[config.mk]
export PLATFORM = sky130hd
export DESIGN_NAME = ascii_three_axis_reading_parser
export DESIGN_NICKNAME = d
export VERILOG_FILES = /design/src/rtl/atrp_pkg.sv /design/src/rtl/atrp_parse_core.sv /design/src/rtl/ascii_three_axis_reading_parser.sv
export VERILOG_INCLUDE_DIRS = /design/src /design/src/rtl
export SDC_FILE = /design/constraint.sdc
export NUM_CORES = 1
export LEC_CHECK = 0
export BUFFER_PORTS_ARGS = -buffer_cell sky130_fd_sc_hd__buf_2
export CORE_UTILIZATION = 56
export CTS_CLUSTER_SIZE = 25
export DETAILED_ROUTE_END_ITERATION = 10
export PLACE_DENSITY = 0.87
export SLEW_MARGIN = 30
export SYNTH_ARGS = -nofsm -noshare
export SYNTH_HDL_FRONTEND = slang
export SYNTH_SLANG_ARGS = --single-unit
[constraint.sdc]
create_clock -name clk -period 4.8 [get_ports clk]
set_input_delay 0.24 -clock clk [delete_from_list [all_inputs] [get_ports clk]]
set_output_delay 0.24 -clock clk [all_outputs]
set_load 0.02 [all_outputs]
[src/rtl/ascii_three_axis_reading_parser_macros.svh]
// Assertion helpers for the reading parser; clk and arst_n come from the using scope.
`ifndef ASCII_THREE_AXIS_READING_PARSER_MACROS_SVH
`define ASCII_THREE_AXIS_READING_PARSER_MACROS_SVH

// same-cycle implication
`define ATRP_ASSERT_IMPLY(label, ante, cons) \
	label: assert property (@(posedge clk) disable iff (!arst_n) (ante) |-> (cons)) \
		else $error("atrp assertion failed");

// next-cycle implication
`define ATRP_ASSERT_NEXT(label, ante, cons) \
	label: assert property (@(posedge clk) disable iff (!arst_n) (ante) |=> (cons)) \
		else $error("atrp assertion failed");

`endif

[src/rtl/atrp_pkg.sv]
package atrp_pkg;

	localparam logic [7:0] CH_NEWLINE = 8'h0A;
	localparam logic [7:0] CH_EQUALS  = 8'h3D;
	localparam logic [7:0] CH_DOT     = 8'h2E;
	localparam logic [7:0] CH_MINUS   = 8'h2D;
	localparam logic [7:0] CH_COMMA   = 8'h2C;
	localparam logic [7:0] CH_ZERO    = 8'h30;
	localparam logic [7:0] CH_NINE    = 8'h39;

	localparam logic [1:0] AX_X = 2'd0;
	localparam logic [1:0] AX_Z = 2'd2;

	localparam int VALUE_W = 18;
	localparam logic [31:0] MAG_MAX = 32'd131071;

	typedef enum logic [1:0] {
		PH_IDLE,
		PH_INT,
		PH_FRAC,
		PH_DONE
	} phase_t;

	typedef enum logic [2:0] {
		CC_OTHER,
		CC_DIGIT,
		CC_NEWLINE,
		CC_EQUALS,
		CC_DOT,
		CC_MINUS,
		CC_COMMA
	} char_class_t;

	typedef struct packed {
		logic                       valid;
		logic [1:0]                 axis;
		logic signed [VALUE_W-1:0]  value;
		logic                       last;
	} atrp_result_t;

	function automatic int pow10(input int n);
		int p;
		p = 1;
		for (int i = 0; i < n; i++) begin
			p = p * 10;
		end
		return p;
	endfunction

	function automatic char_class_t classify(input logic [7:0] c);
		char_class_t cc;
		unique case (c)
			CH_NEWLINE: cc = CC_NEWLINE;
			CH_EQUALS:  cc = CC_EQUALS;
			CH_DOT:     cc = CC_DOT;
			CH_MINUS:   cc = CC_MINUS;
			CH_COMMA:   cc = CC_COMMA;
			default: begin
				if (c >= CH_ZERO && c <= CH_NINE)
					cc = CC_DIGIT;
				else
					cc = CC_OTHER;
			end
		endcase
		return cc;
	endfunction

endpackage

[src/rtl/atrp_parse_core.sv]
module atrp_parse_core
	import atrp_pkg::*;
#(
	parameter int INT_DIGITS  = 3,
	parameter int FRAC_DIGITS = 2
) (
	input  logic         clk,
	input  logic         arst_n,
	input  logic         en,
	input  logic [7:0]   char_in,
	output atrp_result_t res
);

	localparam int INT_W  = $clog2(pow10(INT_DIGITS));
	localparam int FRAC_W = $clog2(pow10(FRAC_DIGITS));
	localparam int MAG_W  = $clog2(pow10(INT_DIGITS + FRAC_DIGITS));
	localparam int CNT_W  = (FRAC_DIGITS > 1) ? $clog2(FRAC_DIGITS) : 1;
	localparam int P_TOP  = pow10(INT_DIGITS - 1);
	localparam int P_FRAC = pow10(FRAC_DIGITS);

	phase_t             phase_q, phase_d;
	logic [1:0]         axis_q, axis_d;
	logic               neg_q, neg_d;
	logic [3:0]         dig_q [INT_DIGITS];
	logic [3:0]         dig_d [INT_DIGITS];
	logic [INT_W-1:0]   int_bin_q, int_bin_d;
	logic [MAG_W-1:0]   int_scaled_q, int_scaled_d;
	logic [FRAC_W-1:0]  frac_q, frac_d;
	logic [CNT_W-1:0]   fcnt_q, fcnt_d;

	char_class_t        cc;
	logic [3:0]         digit;
	logic               emit;
	logic               clr;
	logic [INT_W+3:0]   int_drop;
	logic [INT_W+3:0]   int_next;
	logic [FRAC_W+3:0]  frac_next;
	logic [MAG_W:0]     mag;
	logic [31:0]        mag_ext;
	logic [16:0]        mag_sat;

	assign cc    = classify(char_in);
	assign digit = char_in[3:0];
	assign emit  = (phase_q == PH_FRAC) && (cc == CC_DIGIT) &&
		(fcnt_q == CNT_W'(FRAC_DIGITS - 1));

	// oldest digit drops off the top before the shift
	assign int_drop  = (INT_W+4)'(int_bin_q) -
		(INT_W+4)'(dig_q[INT_DIGITS-1]) * (INT_W+4)'(P_TOP);
	assign int_next  = int_drop * (INT_W+4)'(10) + (INT_W+4)'(digit);
	assign frac_next = (FRAC_W+4)'(frac_q) * (FRAC_W+4)'(10) + (FRAC_W+4)'(digit);

	assign mag     = (MAG_W+1)'(int_scaled_q) + (MAG_W+1)'(frac_next);
	assign mag_ext = 32'(mag);
	assign mag_sat = (mag_ext > MAG_MAX) ? 17'(MAG_MAX) : 17'(mag_ext);

	// next phase
	always_comb begin
		phase_d = phase_q;
		if (cc == CC_NEWLINE) begin
			phase_d = PH_IDLE;
		end else if (cc == CC_EQUALS) begin
			phase_d = PH_INT;
		end else begin
			unique case (phase_q)
				PH_INT: begin
					if (cc == CC_DOT)
						phase_d = PH_FRAC;
				end
				PH_FRAC: begin
					if (cc == CC_COMMA)
						phase_d = PH_INT;
					else if (emit)
						phase_d = (axis_q == AX_Z) ? PH_DONE : PH_INT;
				end
				default: phase_d = phase_q;
			endcase
		end
	end

	// datapath and result
	always_comb begin
		axis_d       = axis_q;
		neg_d        = neg_q;
		dig_d        = dig_q;
		int_bin_d    = int_bin_q;
		int_scaled_d = int_scaled_q;
		frac_d       = frac_q;
		fcnt_d       = fcnt_q;
		clr = (cc == CC_NEWLINE) || (cc == CC_EQUALS) || emit ||
			((cc == CC_COMMA) && (phase_q == PH_INT || phase_q == PH_FRAC));

		if (phase_q == PH_INT) begin
			case (cc)
				CC_DIGIT: begin
					for (int i = INT_DIGITS - 1; i > 0; i--)
						dig_d[i] = dig_q[i-1];
					dig_d[0]  = digit;
					int_bin_d = INT_W'(int_next);
				end
				CC_MINUS: neg_d = 1'b1;
				CC_DOT: begin
					frac_d       = '0;
					fcnt_d       = '0;
					int_scaled_d = MAG_W'(int_bin_q) * MAG_W'(P_FRAC);
				end
				default: ;
			endcase
		end else if (phase_q == PH_FRAC && cc == CC_DIGIT) begin
			frac_d = FRAC_W'(frac_next);
			fcnt_d = fcnt_q + CNT_W'(1);
		end

		if (cc == CC_NEWLINE || cc == CC_EQUALS)
			axis_d = AX_X;
		else if (emit && axis_q != AX_Z)
			axis_d = axis_q + 2'd1;

		if (clr) begin
			neg_d     = 1'b0;
			int_bin_d = '0;
			frac_d    = '0;
			fcnt_d    = '0;
			for (int i = 0; i < INT_DIGITS; i++)
				dig_d[i] = '0;
		end

		res.valid = emit;
		res.axis  = axis_q;
		res.last  = (axis_q == AX_Z);
		res.value = neg_q ? -$signed({1'b0, mag_sat}) : $signed({1'b0, mag_sat});
	end

	always_ff @(posedge clk or negedge arst_n) begin
		if (!arst_n) begin
			phase_q      <= PH_IDLE;
			axis_q       <= AX_X;
			neg_q        <= 1'b0;
			int_bin_q    <= '0;
			int_scaled_q <= '0;
			frac_q       <= '0;
			fcnt_q       <= '0;
			for (int i = 0; i < INT_DIGITS; i++)
				dig_q[i] <= '0;
		end else if (en) begin
			phase_q      <= phase_d;
			axis_q       <= axis_d;
			neg_q        <= neg_d;
			int_bin_q    <= int_bin_d;
			int_scaled_q <= int_scaled_d;
			frac_q       <= frac_d;
			fcnt_q       <= fcnt_d;
			dig_q        <= dig_d;
		end
	end

endmodule

[src/rtl/ascii_three_axis_reading_parser.sv]
// A result beat is raised on m_tvalid once the byte that completes it has passed the
// input register and then the parse state update into the output register.
// Throughput: one byte per cycle unless a result is held on m_tready, set by the parse state update.
// A result waiting on m_tready holds the pipeline only when the next byte also yields one.
// Reset (arst_n low, async) returns the parser to idle with all accumulators cleared.
`include "ascii_three_axis_reading_parser_macros.svh"

module ascii_three_axis_reading_parser
	import atrp_pkg::*;
#(
	parameter int INT_DIGITS  = 3,
	parameter int FRAC_DIGITS = 2
) (
	input  logic        clk,
	input  logic        arst_n,
	input  logic        s_tvalid,
	output logic        s_tready,
	input  logic [7:0]  s_tdata,   // [7:0] char_in
	output logic        m_tvalid,
	input  logic        m_tready,
	output logic [23:0] m_tdata,   // [1:0] axis_index, [19:2] value_hundredths, [23:20] zero
	output logic        m_tlast    // last_axis
);

	logic         valid_s1;
	logic [7:0]   char_s1;
	logic         advance;
	logic         out_free;
	atrp_result_t res;

	logic         m_valid_q;
	logic [1:0]   axis_q;
	logic [VALUE_W-1:0] value_q;
	logic         last_q;

	assign out_free = !m_valid_q || m_tready;
	assign advance  = valid_s1 && (!res.valid || out_free);
	assign s_tready = !valid_s1 || advance;

	atrp_parse_core #(
		.INT_DIGITS  (INT_DIGITS),
		.FRAC_DIGITS (FRAC_DIGITS)
	) u_core (
		.clk     (clk),
		.arst_n  (arst_n),
		.en      (advance),
		.char_in (char_s1),
		.res     (res)
	);

	always_ff @(posedge clk or negedge arst_n) begin
		if (!arst_n) begin
			valid_s1 <= 1'b0;
		end else if (s_tready) begin
			valid_s1 <= s_tvalid;
		end
	end

	always_ff @(posedge clk) begin
		if (s_tready && s_tvalid)
			char_s1 <= s_tdata;
	end

	always_ff @(posedge clk or negedge arst_n) begin
		if (!arst_n) begin
			m_valid_q <= 1'b0;
		end else if (advance && res.valid) begin
			m_valid_q <= 1'b1;
		end else if (m_tready) begin
			m_valid_q <= 1'b0;
		end
	end

	always_ff @(posedge clk) begin
		if (advance && res.valid) begin
			axis_q  <= res.axis;
			value_q <= res.value;
			last_q  <= res.last;
		end
	end

	assign m_tvalid = m_valid_q;
	assign m_tdata  = {4'b0000, value_q, axis_q};
	assign m_tlast  = last_q;

	`ATRP_ASSERT_IMPLY(a_last_marks_z, m_valid_q, last_q == (axis_q == AX_Z))
	`ATRP_ASSERT_IMPLY(a_axis_in_range, m_valid_q, axis_q != 2'd3)
	`ATRP_ASSERT_NEXT(a_s1_holds, valid_s1 && !advance, valid_s1 && $stable(char_s1))
	`ATRP_ASSERT_IMPLY(a_no_result_overrun, advance && res.valid, out_free)

endmodule
==> qor.txt, run 1 <==
=================================================================================
Failing checks                                                       negative setup slack
Clock latency on the worst-skew pair                                       350 ps
Post-layout total power                                                   4.22 mW
Hold Violations, Final                                                          0
Gpl congestion                                                              0.938
# clock sinks                                                                  80
Post-synthesis register bit count                                              80
Largest net degree at the start of global routing                              52
Setup Viol. Count Final                                                         3
Cell type with the largest total area after synthesis                sky130_fd_sc_hd__dfrtp_1
Count of antenna diodes in the layout                                           0
Place WS                                                                  -260 ps
Standard-cell rows                                                             38
Wire length of the first global-routing pass                             23100 µm
Worst hold endpoint                                                    char_s1[4]
Source of the worst hold timing path                                   s_tdata[4]
Initial Utilization                                                         0.583
Instance count along the most critical hold path                                1
Fill count                                                                    787
Via count of the first global-routing pass                                   5350
Average cell area after synthesis                                        9.31 µm²
Worst-case reg-to-reg path depth                                               25
Leakage                                                                   3.53 nW
Number of instances in the synthesized netlist                                690
Max_slew headroom                                                           0.386
Core Footprint                                                          11000 µm²
Die Area                                                                11900 µm²
Reg-to-reg startpoint                                                u_core.frac_q[2]
Drt total wl                                                             14200 µm
Layout cells sized above 1                                                  0.189
Number of vias in the routed layout                                          5280
Die Span Y                                                                 109 µm
Fin Hold WS                                                               64.1 ps
Top-level I/O count                                                            39
Number of input and output port buffers inserted                               34
Clock transition at the registers of the reported paths                     70 ps
Initial detailed-routing violation count                                      297
Ratio of final minimum period to clock period                                1.05
Clock root buffer                                                    sky130_fd_sc_hd__clkbuf_16
Initial antenna violation count                                                 0
Final cell count without fillers                                              897
Number of enable-type register cells in the synthesized netlist                29
Final WS setup                                                            -229 ps
Total count of max-transition violations in the final report                    0
Post-layout instance area                                                7540 µm²
TritonCTS clock tree                                                          yes
Worst supply voltage drop on vdd                                       0.000435 V
Number of max-cap violations                                                    0
Placed cell areas                                                        6930 µm²
Antenna viol nets, final                                                        0
Least-Margin Pin Slew                                                      917 ps
Worst setup EP type                                                          flop
Type of origin of the critical path                                          flop
Growth of design area from synthesis to finish                              17.3%
Sequential cell area fraction in the yosys report                           0.334
Worst Skew                                                                8.94 ps
Average wire per cell in the routed design                                15.8 µm
Cell types with the largest area share after synthesis               sky130_fd_sc_hd__dfrtp_1 (20%), sky130_fd_sc_hd__ha_1 (17%), sky130_fd_sc_hd__edfxtp_1 (14%)
Class of the most critical setup path                                     reg2reg
Commonest cells post-synth                                           sky130_fd_sc_hd__nand2_1 (91), sky130_fd_sc_hd__ha_1 (86), sky130_fd_sc_hd__o21ai_0 (57), sky130_fd_sc_hd__inv_1 (53), sky130_fd_sc_hd__dfrtp_1 (51)
Global-route usage over all layers                                          0.248
X dimension of the die                                                     109 µm
Outcome                                                              complete, but fails checks
Warnings from Yosys                                                             0
Max clock buf depth                                                             2
Worst reg2reg setup slack                                                 -230 ps
Ys async rst share                                                          0.638
Count of unique library cells instantiated by Yosys                            64
CP arrival                                                                5120 ps
Number of buffers added by the clock tree synthesis step                        9
Remaining Overflow, GRT                                                         0
Via count normalized by instance count                                       5.89
Number of H-tree levels                                                         3
Capture point of the worst reg-to-reg path                            value_q[16]
Setup repair after global routing missed its margin                          true
Synth Flop Type                                                      sky130_fd_sc_hd__dfrtp_1
Remaining DRCs                                                                  0
Number of nets at the end of the flow                                         862
Portion of synthesized cell area occupied by the leading cell type          0.199
Synth Cell Area                                                          6430 µm²
Cell Pwr Density                                                       560 nW/µm²
1st-pass router iterations                                                      5
Half-perimeter wire length after placement                               10500 µm
Number of cells after detailed placement                                      871
Worst min path class                                                       in2reg
Leading cell type by number of instances after synthesis             sky130_fd_sc_hd__nand2_1
Required @ worst endpoint                                                 4890 ps
Largest driver fanout on the critical path                                      3
Final critical path time including I/O delays and setup                   5030 ps
Peak Freq                                                                 199 MHz
=================================================================================
## metal layers
metal	up-vias	wire, µm	GRT usage
li1	2548	-	-
met1	2542	5710	0.272
met2	150	7580	0.463
met3	40	573	0.0532
met4	0	348	0.0936
met5	-	0	0
## where the power goes
part / internal (mW) / switching [mW]
combinational: 1.13 / 1.42
clock: 0.403 / 0.295
sequential: 0.832 / 0.129
total: 2.37 / 1.85
## layout by cell type (no fill, tap or decap), types with 8 or more instances in the layout
cell type and n:
sky130_fd_sc_hd__a21o_1 19, sky130_fd_sc_hd__a21oi_1 30, sky130_fd_sc_hd__buf_2 33, sky130_fd_sc_hd__buf_4 38, sky130_fd_sc_hd__clkbuf_16 10, sky130_fd_sc_hd__dfrtp_1 51, sky130_fd_sc_hd__edfxtp_1 29, sky130_fd_sc_hd__fa_1 11
sky130_fd_sc_hd__ha_1 77, sky130_fd_sc_hd__ha_4 9, sky130_fd_sc_hd__inv_1 53, sky130_fd_sc_hd__nand2_1 88, sky130_fd_sc_hd__nand3_1 10, sky130_fd_sc_hd__nor2_1 34, sky130_fd_sc_hd__nor2b_1 8, sky130_fd_sc_hd__nor3_1 8
sky130_fd_sc_hd__o21ai_0 52, sky130_fd_sc_hd__o31ai_1 10, sky130_fd_sc_hd__xnor2_1 34, sky130_fd_sc_hd__xor2_1 18
## stage by stage
step,utilization,TNS (ps)
6_report,0.683,-362
5_1_grt,0.683,-1360
4_1_cts,0.660,-19.8
3_5_place_dp,0.628,-478
3_3_place_gp,0.628,-37.5
2_1_floorplan,-,-540
## worst max path at each step
stage,endpoint,from
final,value_q[16],u_core.frac_q[2]
after global routing,value_q[16],u_core.frac_q[2]
after CTS,value_q[16],u_core.frac_q[2]
after detailed placement,value_q[16],u_core.frac_q[2]
after global placement,value_q[16],u_core.frac_q[2]
after floorplan,value_q[16],u_core.frac_q[1]
## cells by family (layout without fill, tap and decap cells)
family | count (synthesis) | after routing | synth area share
adder cells (fa/ha/maj) | 98 | 98 | 0.205
buffers and inverters | 78 | 142 | 0.0528
flip-flops | 80 | 80 | 0.334
XOR/XNOR | 55 | 55 | 0.0750
AND/OR/NAND/NOR | 201 | 201 | 0.148
other | 1 | 4 | 0.000584
multiplexers | 10 | 10 | 0.0173
AO/OA/AOI/OAI | 167 | 167 | 0.167
## flip-flops by register name (all words and copies together), names as in the netlist
name	flops
axis_q	2
valid_s1	1
char_s1	8
m_tlast	1
u_core.neg_q	1
u_core.int_scaled_q	15
value_q	18
m_tvalid	1
u_core.frac_q	7
u_core.axis_q	2
u_core.dig_q	12
u_core.fcnt_q	1
u_core.int_bin_q	9
u_core.phase_q	2
## critical path: stages, from the launching register on
cell and delay, ps:
sky130_fd_sc_hd__dfrtp_1 430, sky130_fd_sc_hd__buf_6 140, sky130_fd_sc_hd__ha_4 150, sky130_fd_sc_hd__ha_4 160, sky130_fd_sc_hd__fa_2 560, sky130_fd_sc_hd__nand2_2 70
sky130_fd_sc_hd__nor2_4 150, sky130_fd_sc_hd__nand3_4 120, sky130_fd_sc_hd__o31ai_4 190, sky130_fd_sc_hd__nand2_1 90, sky130_fd_sc_hd__o211ai_1 130, sky130_fd_sc_hd__ha_1 300
sky130_fd_sc_hd__a21oi_2 180, sky130_fd_sc_hd__nand2_2 90, sky130_fd_sc_hd__o31ai_4 280, sky130_fd_sc_hd__nor2_4 100, sky130_fd_sc_hd__nor2_4 140, sky130_fd_sc_hd__ha_4 160
sky130_fd_sc_hd__nand2_4 50, sky130_fd_sc_hd__nor2_4 150, sky130_fd_sc_hd__o31ai_4 100, sky130_fd_sc_hd__nor4_4 280, sky130_fd_sc_hd__and2_4 190, sky130_fd_sc_hd__nand4_1 130
sky130_fd_sc_hd__o31ai_2 300, sky130_fd_sc_hd__xor2_1 100
## cell type report
class	instances	area, µm²	share of cell area
Timing Repair Buffer	73	472	0.0626
Tap cell	140	175	0.0232
Inverter	53	199	0.0264
Clock buffer	11	264	0.0350
Clock inverter	5	43.8	0.00581
Multi-Input combinational cell	535	4240	0.562
Sequential cell	80	2150	0.285
## timing repair
action	in CTS	in global routing
pin swaps	13	18
buffers inserted	3	7
endpoints found under the setup margin	4	9
hold buffers	1	0
endpoints found under the hold margin	51	0
gates resized for setup	4	32
gates cloned	0	0
(Power assumes the default switching activity.)
==> run 2, diff against run 1 <==
--- a/config.mk
+++ b/config.mk
@@ -7,10 +7,11 @@
 export NUM_CORES = 1
 export LEC_CHECK = 0
 export BUFFER_PORTS_ARGS = -buffer_cell sky130_fd_sc_hd__buf_2
-export CORE_UTILIZATION = 56
+export CORE_ASPECT_RATIO = 1.5
+export CORE_UTILIZATION = 45
 export CTS_CLUSTER_SIZE = 25
 export DETAILED_ROUTE_END_ITERATION = 10
-export PLACE_DENSITY = 0.87
+export PLACE_DENSITY = 0.74
 export SLEW_MARGIN = 30
 export SYNTH_ARGS = -nofsm -noshare
 export SYNTH_HDL_FRONTEND = slang
==> run 2 against run 1 <==
Effect of this change:
- sequential share of layout area is essentially flat
- the flow finishes with violations (design-rule violations, negative hold slack, negative setup slack)
- wire length shrank 8.5%
- critical endpoint is now value_q[14]
- fmax grew 3.1%
- global-route usage shrank 6.5 points
- clock power shrank 4.6%
==> qor.txt, run 2 (synthesis results as in run 1) <==
=====================================================================================
Final WS setup                                                               -78.1 ps   +151 ps
Growth of design area from synthesis to finish                                  17.4%   about the same
Hold Violations, Final                                                              3   +3
Worst Skew                                                                    8.72 ps   -0.220 ps
Class of the most critical setup path                                         reg2reg
Clock root buffer                                                        sky130_fd_sc_hd__clkbuf_16
Fin Hold WS                                                                  -9.04 ps   -73.1 ps
Number of vias in the routed layout                                              5047   -4.4%
Core Footprint                                                              14000 µm²   +27%
Wire length of the first global-routing pass                                 21700 µm   -6.0%
Max clock buf depth                                                                 2   unchanged
Peak Freq                                                                     205 MHz   +3.1%
Number of input and output port buffers inserted                                   34   unchanged
Antenna viol nets, final                                                            0   unchanged
Worst reg2reg setup slack                                                      -80 ps   +150 ps
Global-route usage over all layers                                              0.183   -0.0648
Most frequent standard cell in the layout excluding fill and tap cells   sky130_fd_sc_hd__nand2_1
Gpl congestion                                                                  0.920   -2.0%
Worst-case reg-to-reg path depth                                                   26   +4.0%
X dimension of the die                                                        99.6 µm   -8.8%
Drt total wl                                                                 13000 µm   -8.5%
Setup repair after global routing missed its margin                              true
Top-level I/O count                                                                39   unchanged
Capture point of the worst reg-to-reg path                                value_q[14]
Initial antenna violation count                                                     0   unchanged
Setup TNS                                                                     -111 ps   +251 ps
Most frequent cells in the layout                                        sky130_fd_sc_hd__nand2_1 (89), sky130_fd_sc_hd__ha_1 (80), sky130_fd_sc_hd__o21ai_0 (56)
Largest net degree at the start of global routing                                  52   unchanged
Layout cells sized above 1                                                      0.186   -0.00328
Number of nets at the end of the flow                                             870   +0.93%
1st-pass router iterations                                                          7   +2
Clock latency on the worst-skew pair                                           350 ps   about the same
Setup Viol. Count Final                                                             2   -1
Number of cells after detailed placement                                          936   +7.5%
Least-Margin Pin Slew                                                          833 ps   -83.4 ps
Worst min path class                                                         in2async
Via count normalized by instance count                                           5.27   -10%
Switching component of the power                                              1.70 mW   -7.9%
Number of max-cap violations                                                        0   unchanged
Total count of max-transition violations in the final report                        0   unchanged
Post-layout total power                                                       4.00 mW   -5.1%
Half-perimeter wire length after placement                                   10000 µm   -4.7%
Register with the most flip-flops                                             value_q
P_int                                                                         2.30 mW   -2.9%
Via count of the first global-routing pass                                       4911   -8.2%
Outcome                                                                  complete, but fails checks
Initial Utilization                                                             0.459   -0.123
Switching power share of the total                                              0.425   -0.0131
Failing checks                                                           design-rule violations, negative hold slack, negative setup slack
Standard-cell rows                                                                 53   +39%
Last element of the critical path                                         value_q[14]
Fraction of power consumed by sequential logic                                  0.237   +0.009
Die Span Y                                                                     148 µm   +36%
# clock sinks                                                                      80   unchanged
Ratio of final minimum period to clock period                                    1.02   -0.0314
Average wire per cell in the routed design                                    13.6 µm   -14%
Remaining Overflow, GRT                                                             0   unchanged
Final cell count without fillers                                                  957   +6.7%
CP arrival                                                                    4980 ps   -140 ps
Count of antenna diodes in the layout                                               0   unchanged
Largest driver fanout on the critical path                                          3   unchanged
Worst supply voltage drop on vdd                                           0.000203 V   -53%
Flip-flop count of the largest register after layout                               18   unchanged
Clock transition at the registers of the reported paths                         70 ps   about the same
Portion of total power attributed to combinational logic                        0.597   -0.010
Reg-to-reg startpoint                                                    u_core.frac_q[2]
Leakage                                                                       3.55 nW   +0.39%
Die Area                                                                    14800 µm²   +24%
Number of H-tree levels                                                             3   unchanged
Max_slew headroom                                                               0.443   +0.0567
Initial detailed-routing violation count                                          206   -31%
Type of origin of the critical path                                              flop
Remaining DRCs                                                                      2   +2
TritonCTS clock tree                                                              yes
Place WS                                                                      -209 ps   +50.6 ps
Final critical path time including I/O delays and setup                       4880 ps   -151 ps
Required @ worst endpoint                                                     4900 ps   about the same
Clock Power Share                                                               0.167   about the same
Number of buffers added by the clock tree synthesis step                            9   unchanged
Cell Pwr Density                                                           531 nW/µm²   -5.2%
Worst setup path startpoint                                              u_core.frac_q[2]
Leading registers by flop count                                          value_q (18), u_core.int_scaled_q (15), u_core.dig_q (12)
Worst setup EP type                                                              flop
=====================================================================================
[run 2: cell count changes in the layout (fill, tap and decap cells not counted), sizes merged]
cell         change
dlygate4sd3      -1
clkinvlp         +1
clkinv           -1
buf              +9
[run 2: power groups by stage]
| stage | clock, mW | sequential (mW) | combinational [mW] |
|---|---|---|---|
| 2_1_floorplan | 0 | 0.928 | 1.76 |
| 6_report | 0.667 | 0.948 | 2.39 |
| 5_1_grt | 0.704 | 0.962 | 2.72 |
| 3_3_place_gp | 0 | 0.945 | 2.23 |
| 3_5_place_dp | 0 | 0.950 | 2.29 |
| 4_1_cts | 0.676 | 0.939 | 2.33 |
[run 2: area by class of cell]
type / count / area (µm²)
Clock buffer: 11 / 243
Timing Repair Buffer: 81 / 527
Sequential cell: 80 / 2150
Clock inverter: 5 / 37.5
Multi-Input combinational cell: 535 / 4150
Tap cell: 192 / 240
Inverter: 53 / 199
Fill cell: 1259 / 6450
[run 2: per-layer routing]
| layer | global-route usage | routed length (µm) | vias to the layer above |
|---|---|---|---|
| met5 | 0 | 0 | - |
| met4 | 0.0632 | 257 | 0 |
| met3 | 0.0277 | 303 | 26 |
| met2 | 0.358 | 7310 | 59 |
| met1 | 0.196 | 5130 | 2405 |
| li1 | - | - | 2557 |
[run 2: worst min-delay path by stage]
stage	startpoint	end	slack, ps	depth (start not counted)
finish	arst_n	u_core.frac_q[6]	-9	2
detailed placement	arst_n	u_core.frac_q[6]	390	2
floorplan	arst_n	m_tvalid	-60	0
global placement	arst_n	u_core.frac_q[6]	390	2
global route	arst_n	u_core.frac_q[6]	50	2
CTS	arst_n	u_core.frac_q[6]	30	2
[run 2: per-stage QoR]
stage	util	cell area (µm²)	hold slack, ps
after floorplan	-	6500	-55.6
after global placement	0.506	7090	389
after detailed placement	0.507	7090	393
after CTS	0.528	7380	25.5
after global routing	0.539	7540	53.9
final	0.539	7540	-9.04
[run 2: worst max-delay path, cell delays in order (launching register included)]
cell and delay, ps:
sky130_fd_sc_hd__dfrtp_1 430, sky130_fd_sc_hd__buf_6 140, sky130_fd_sc_hd__ha_4 150, sky130_fd_sc_hd__ha_4 150, sky130_fd_sc_hd__fa_2 530, sky130_fd_sc_hd__nand2_1 60
sky130_fd_sc_hd__nor2_2 110, sky130_fd_sc_hd__nand3_2 100, sky130_fd_sc_hd__o31ai_2 250, sky130_fd_sc_hd__nand2_1 70, sky130_fd_sc_hd__o211ai_1 130, sky130_fd_sc_hd__ha_1 310
sky130_fd_sc_hd__a21oi_2 180, sky130_fd_sc_hd__nand2_2 80, sky130_fd_sc_hd__o31ai_4 240, sky130_fd_sc_hd__nor2_4 90, sky130_fd_sc_hd__nor2_4 140, sky130_fd_sc_hd__ha_4 150
sky130_fd_sc_hd__nand2_4 50, sky130_fd_sc_hd__nor2_4 120, sky130_fd_sc_hd__o31ai_4 100, sky130_fd_sc_hd__nor4_4 280, sky130_fd_sc_hd__and2_4 200, sky130_fd_sc_hd__nand4_1 130
sky130_fd_sc_hd__buf_4 180, sky130_fd_sc_hd__o21ai_2 160, sky130_fd_sc_hd__xnor2_1 90
[run 2: repair_timing]
item,in CTS,in global routing
gates resized for setup,2,20
hold buffers,0,0
endpoints found under the setup margin,4,10
buffers inserted,0,6
pin swaps,2,22
==> run 3, diff against run 2 <==
--- a/config.mk
+++ b/config.mk
@@ -6,7 +6,7 @@
 export SDC_FILE = /design/constraint.sdc
 export NUM_CORES = 1
 export LEC_CHECK = 0
-export BUFFER_PORTS_ARGS = -buffer_cell sky130_fd_sc_hd__buf_2
+export BUFFER_PORTS_ARGS = -buffer_cell sky130_fd_sc_hd__buf_4
 export CORE_ASPECT_RATIO = 1.5
 export CORE_UTILIZATION = 45
 export CTS_CLUSTER_SIZE = 25
==> run 3 against run 2 <==
Effect of this change:
- sequential cell count unchanged
- non-clock buffer count increased by 2
- sequential power about the same
- global-route usage increased by 0.66 points
- die area unchanged
- final area increased by 2.2%
- cell count increased by 0.21%
- the flow finishes with violations (design-rule violations, negative setup slack)
- wire length increased by 3.1%
==> qor.txt, run 3 (synthesis results as in run 1) <==
=====================================================================================
Via count of the first global-routing pass                                       5048   +2.8%
Post-layout instance area                                                    7710 µm²   +2.2%
Clock root buffer                                                        sky130_fd_sc_hd__clkbuf_16
# clock sinks                                                                      80   unchanged
Remaining Overflow, GRT                                                             0   unchanged
Average wire per cell in the routed design                                    14.0 µm   +2.9%
Leakage                                                                       3.62 nW   +2.0%
CP peak stage delay                                                            540 ps   about the same
Most frequent standard cell in the layout excluding fill and tap cells   sky130_fd_sc_hd__nand2_1
Layout cells sized above 1                                                      0.190   +0.00473
Gpl congestion                                                                  0.875   -4.9%
Number of buffers added by the clock tree synthesis step                            9   unchanged
Type of origin of the critical path                                              flop
Via count normalized by instance count                                           5.32   +0.84%
Initial Utilization                                                             0.459   unchanged
Cell Pwr Density                                                           535 nW/µm²   +0.79%
Worst min path class                                                           in2reg
Most frequent cells in the layout                                        sky130_fd_sc_hd__nand2_1 (88), sky130_fd_sc_hd__ha_1 (79), sky130_fd_sc_hd__buf_4 (79)
Worst setup EP type                                                              flop
Number of vias in the routed layout                                              5100   +1.1%
Growth of design area from synthesis to finish                                  19.9%
Utilization of the core after routing                                           0.551   +0.0117
Count of antenna diodes in the layout                                               0   unchanged
Flip-flop count of the largest register after layout                               18   unchanged
Standard-cell rows                                                                 53   unchanged
Max_slew headroom                                                               0.447   +0.00404
CP arrival                                                                    4920 ps   -60 ps
Clock transition at the registers of the reported paths                         70 ps   about the same
Antenna viol nets, final                                                            0   unchanged
Die Area                                                                    14800 µm²   unchanged
Max clock buf depth                                                                 2   unchanged
Crit-path most repeated cell                                             sky130_fd_sc_hd__nor2_4
Placed cell areas                                                            7180 µm²   +1.2%
Global-route usage over all layers                                              0.190   +0.00655
Final WS setup                                                               -37.4 ps   +40.7 ps
Setup repair after global routing missed its margin                              true
Least-Margin Pin Slew                                                          827 ps   -6.04 ps
Crit-path slowest cell                                                   sky130_fd_sc_hd__fa_2
Final cell count without fillers                                                  959   +0.21%
Top-level I/O count                                                                39   unchanged
Setup Viol. Count Final                                                             1   -1
Remaining DRCs                                                                      2   unchanged
Number of H-tree levels                                                             3   unchanged
Peak Freq                                                                     207 MHz   +0.84%
Register with the most flip-flops                                             value_q
Half-perimeter wire length after placement                                   10000 µm   +0.11%
Initial detailed-routing violation count                                          246   +19%
Total count of max-transition violations in the final report                        0   unchanged
Number of input and output port buffers inserted                                   34   unchanged
Outcome                                                                  complete, but fails checks
Wire length of the first global-routing pass                                 22300 µm   +2.6%
Number of nets at the end of the flow                                             872   +0.23%
Leading registers by flop count                                          value_q (18), u_core.int_scaled_q (15), u_core.dig_q (12)
Largest net degree at the start of global routing                                  52   unchanged
Required @ worst endpoint                                                     4880 ps   -20 ps
Core Footprint                                                              14000 µm²   unchanged
Fill count                                                                       1181   -6.2%
Drt total wl                                                                 13400 µm   +3.1%
Clock latency on the worst-skew pair                                           340 ps   about the same
Final critical path time including I/O delays and setup                       4840 ps   -40.7 ps
Failing checks                                                           design-rule violations, negative setup slack
TritonCTS clock tree                                                              yes
X dimension of the die                                                        99.6 µm   unchanged
Ratio of final minimum period to clock period                                    1.01   -0.00848
Worst supply voltage drop on vdd                                           0.000211 V   +3.8%
Class of the most critical setup path                                         reg2reg
Initial antenna violation count                                                     0   unchanged
Number of cells after detailed placement                                          936   unchanged
Die Span Y                                                                     148 µm   unchanged
Worst Skew                                                                    5.72 ps   -3.00 ps
1st-pass router iterations                                                          7   unchanged
Number of max-cap violations                                                        0   unchanged
Fin Hold WS                                                                   69.1 ps   +78.1 ps
Hold Violations, Final                                                              0   -3
Largest driver fanout on the critical path                                          4   +1
=====================================================================================
-- run 3: metrics by stage --
step | setup TNS [ps] | power [mW] | setup slack (ps)
3_5_place_dp | -260 | 3.25 | -163
6_report | -37.4 | 4.12 | -37.4
2_1_floorplan | -540 | 2.69 | -281
3_3_place_gp | -129 | 3.19 | -97.1
4_1_cts | -2.34 | 4.01 | -2.34
5_1_grt | -714 | 4.50 | -281
-- run 3: timing repair --
| action | CTS | global route |
|---|---|---|
| setup buffers | 2 | 3 |
| hold endpoints to repair | 51 | 0 |
| pin swaps | 10 | 5 |
| gates resized for setup | 6 | 23 |
| hold buffers | 1 | 0 |
| endpoints found under the setup margin | 2 | 6 |
-- run 3: layer usage --
layer	GRT usage	share of wire	wire [µm]	vias up
li1	-	-	-	2568
met1	0.196	0.40	5300	2418
met2	0.368	0.55	7440	79
met3	0.0305	0.017	226	35
met4	0.0882	0.033	444	0
met5	0	0	0	-
-- run 3: final timing paths --
kind | startpoint | to | slack, ps | cells past startpoint
setup / recovery | u_core.frac_q[2] | value_q[16] | -40 | 25
max in group asynchronous | arst_n | u_core.int_bin_q[9] | 3870 | 2
setup reg to reg | u_core.frac_q[2] | value_q[16] | -40 | 25
hold / removal | s_tdata[2] | char_s1[2] | 70 | 1
hold reg to reg | u_core.dig_q[6] | u_core.dig_q[6] | 480 | 2
min in group asynchronous | arst_n | u_core.frac_q[6] | 470 | 2
-- run 3: critical path, delay by kind of cell (launching register included) --
family / cells / cell delay (ps)
buffers and inverters: 1 / 140
AO/OA/AOI/OAI: 6 / 1210
XOR/XNOR: 1 / 90
flip-flops: 1 / 420
adder cells (fa/ha/maj): 5 / 1320
AND/OR/NAND/NOR: 12 / 1390
-- run 3: final cells by class --
| class | count | area, µm² | area share |
|---|---|---|---|
| Tap cell | 192 | 240 | 0.0312 |
| Clock buffer | 9 | 225 | 0.0292 |
| Multi-Input combinational cell | 535 | 4190 | 0.543 |
| Clock inverter | 7 | 76.3 | 0.00990 |
| Timing Repair Buffer | 83 | 631 | 0.0818 |
| Sequential cell | 80 | 2150 | 0.279 |
| Inverter | 53 | 199 | 0.0258 |
-- run 3: report_power, final --
part	leakage [nW]	total (mW)	internal, mW	switching, mW
clock network	0.150	0.714	0.409	0.305
logic	2.52	2.46	1.14	1.32
registers	0.948	0.946	0.832	0.114
total	3.62	4.12	2.38	1.74
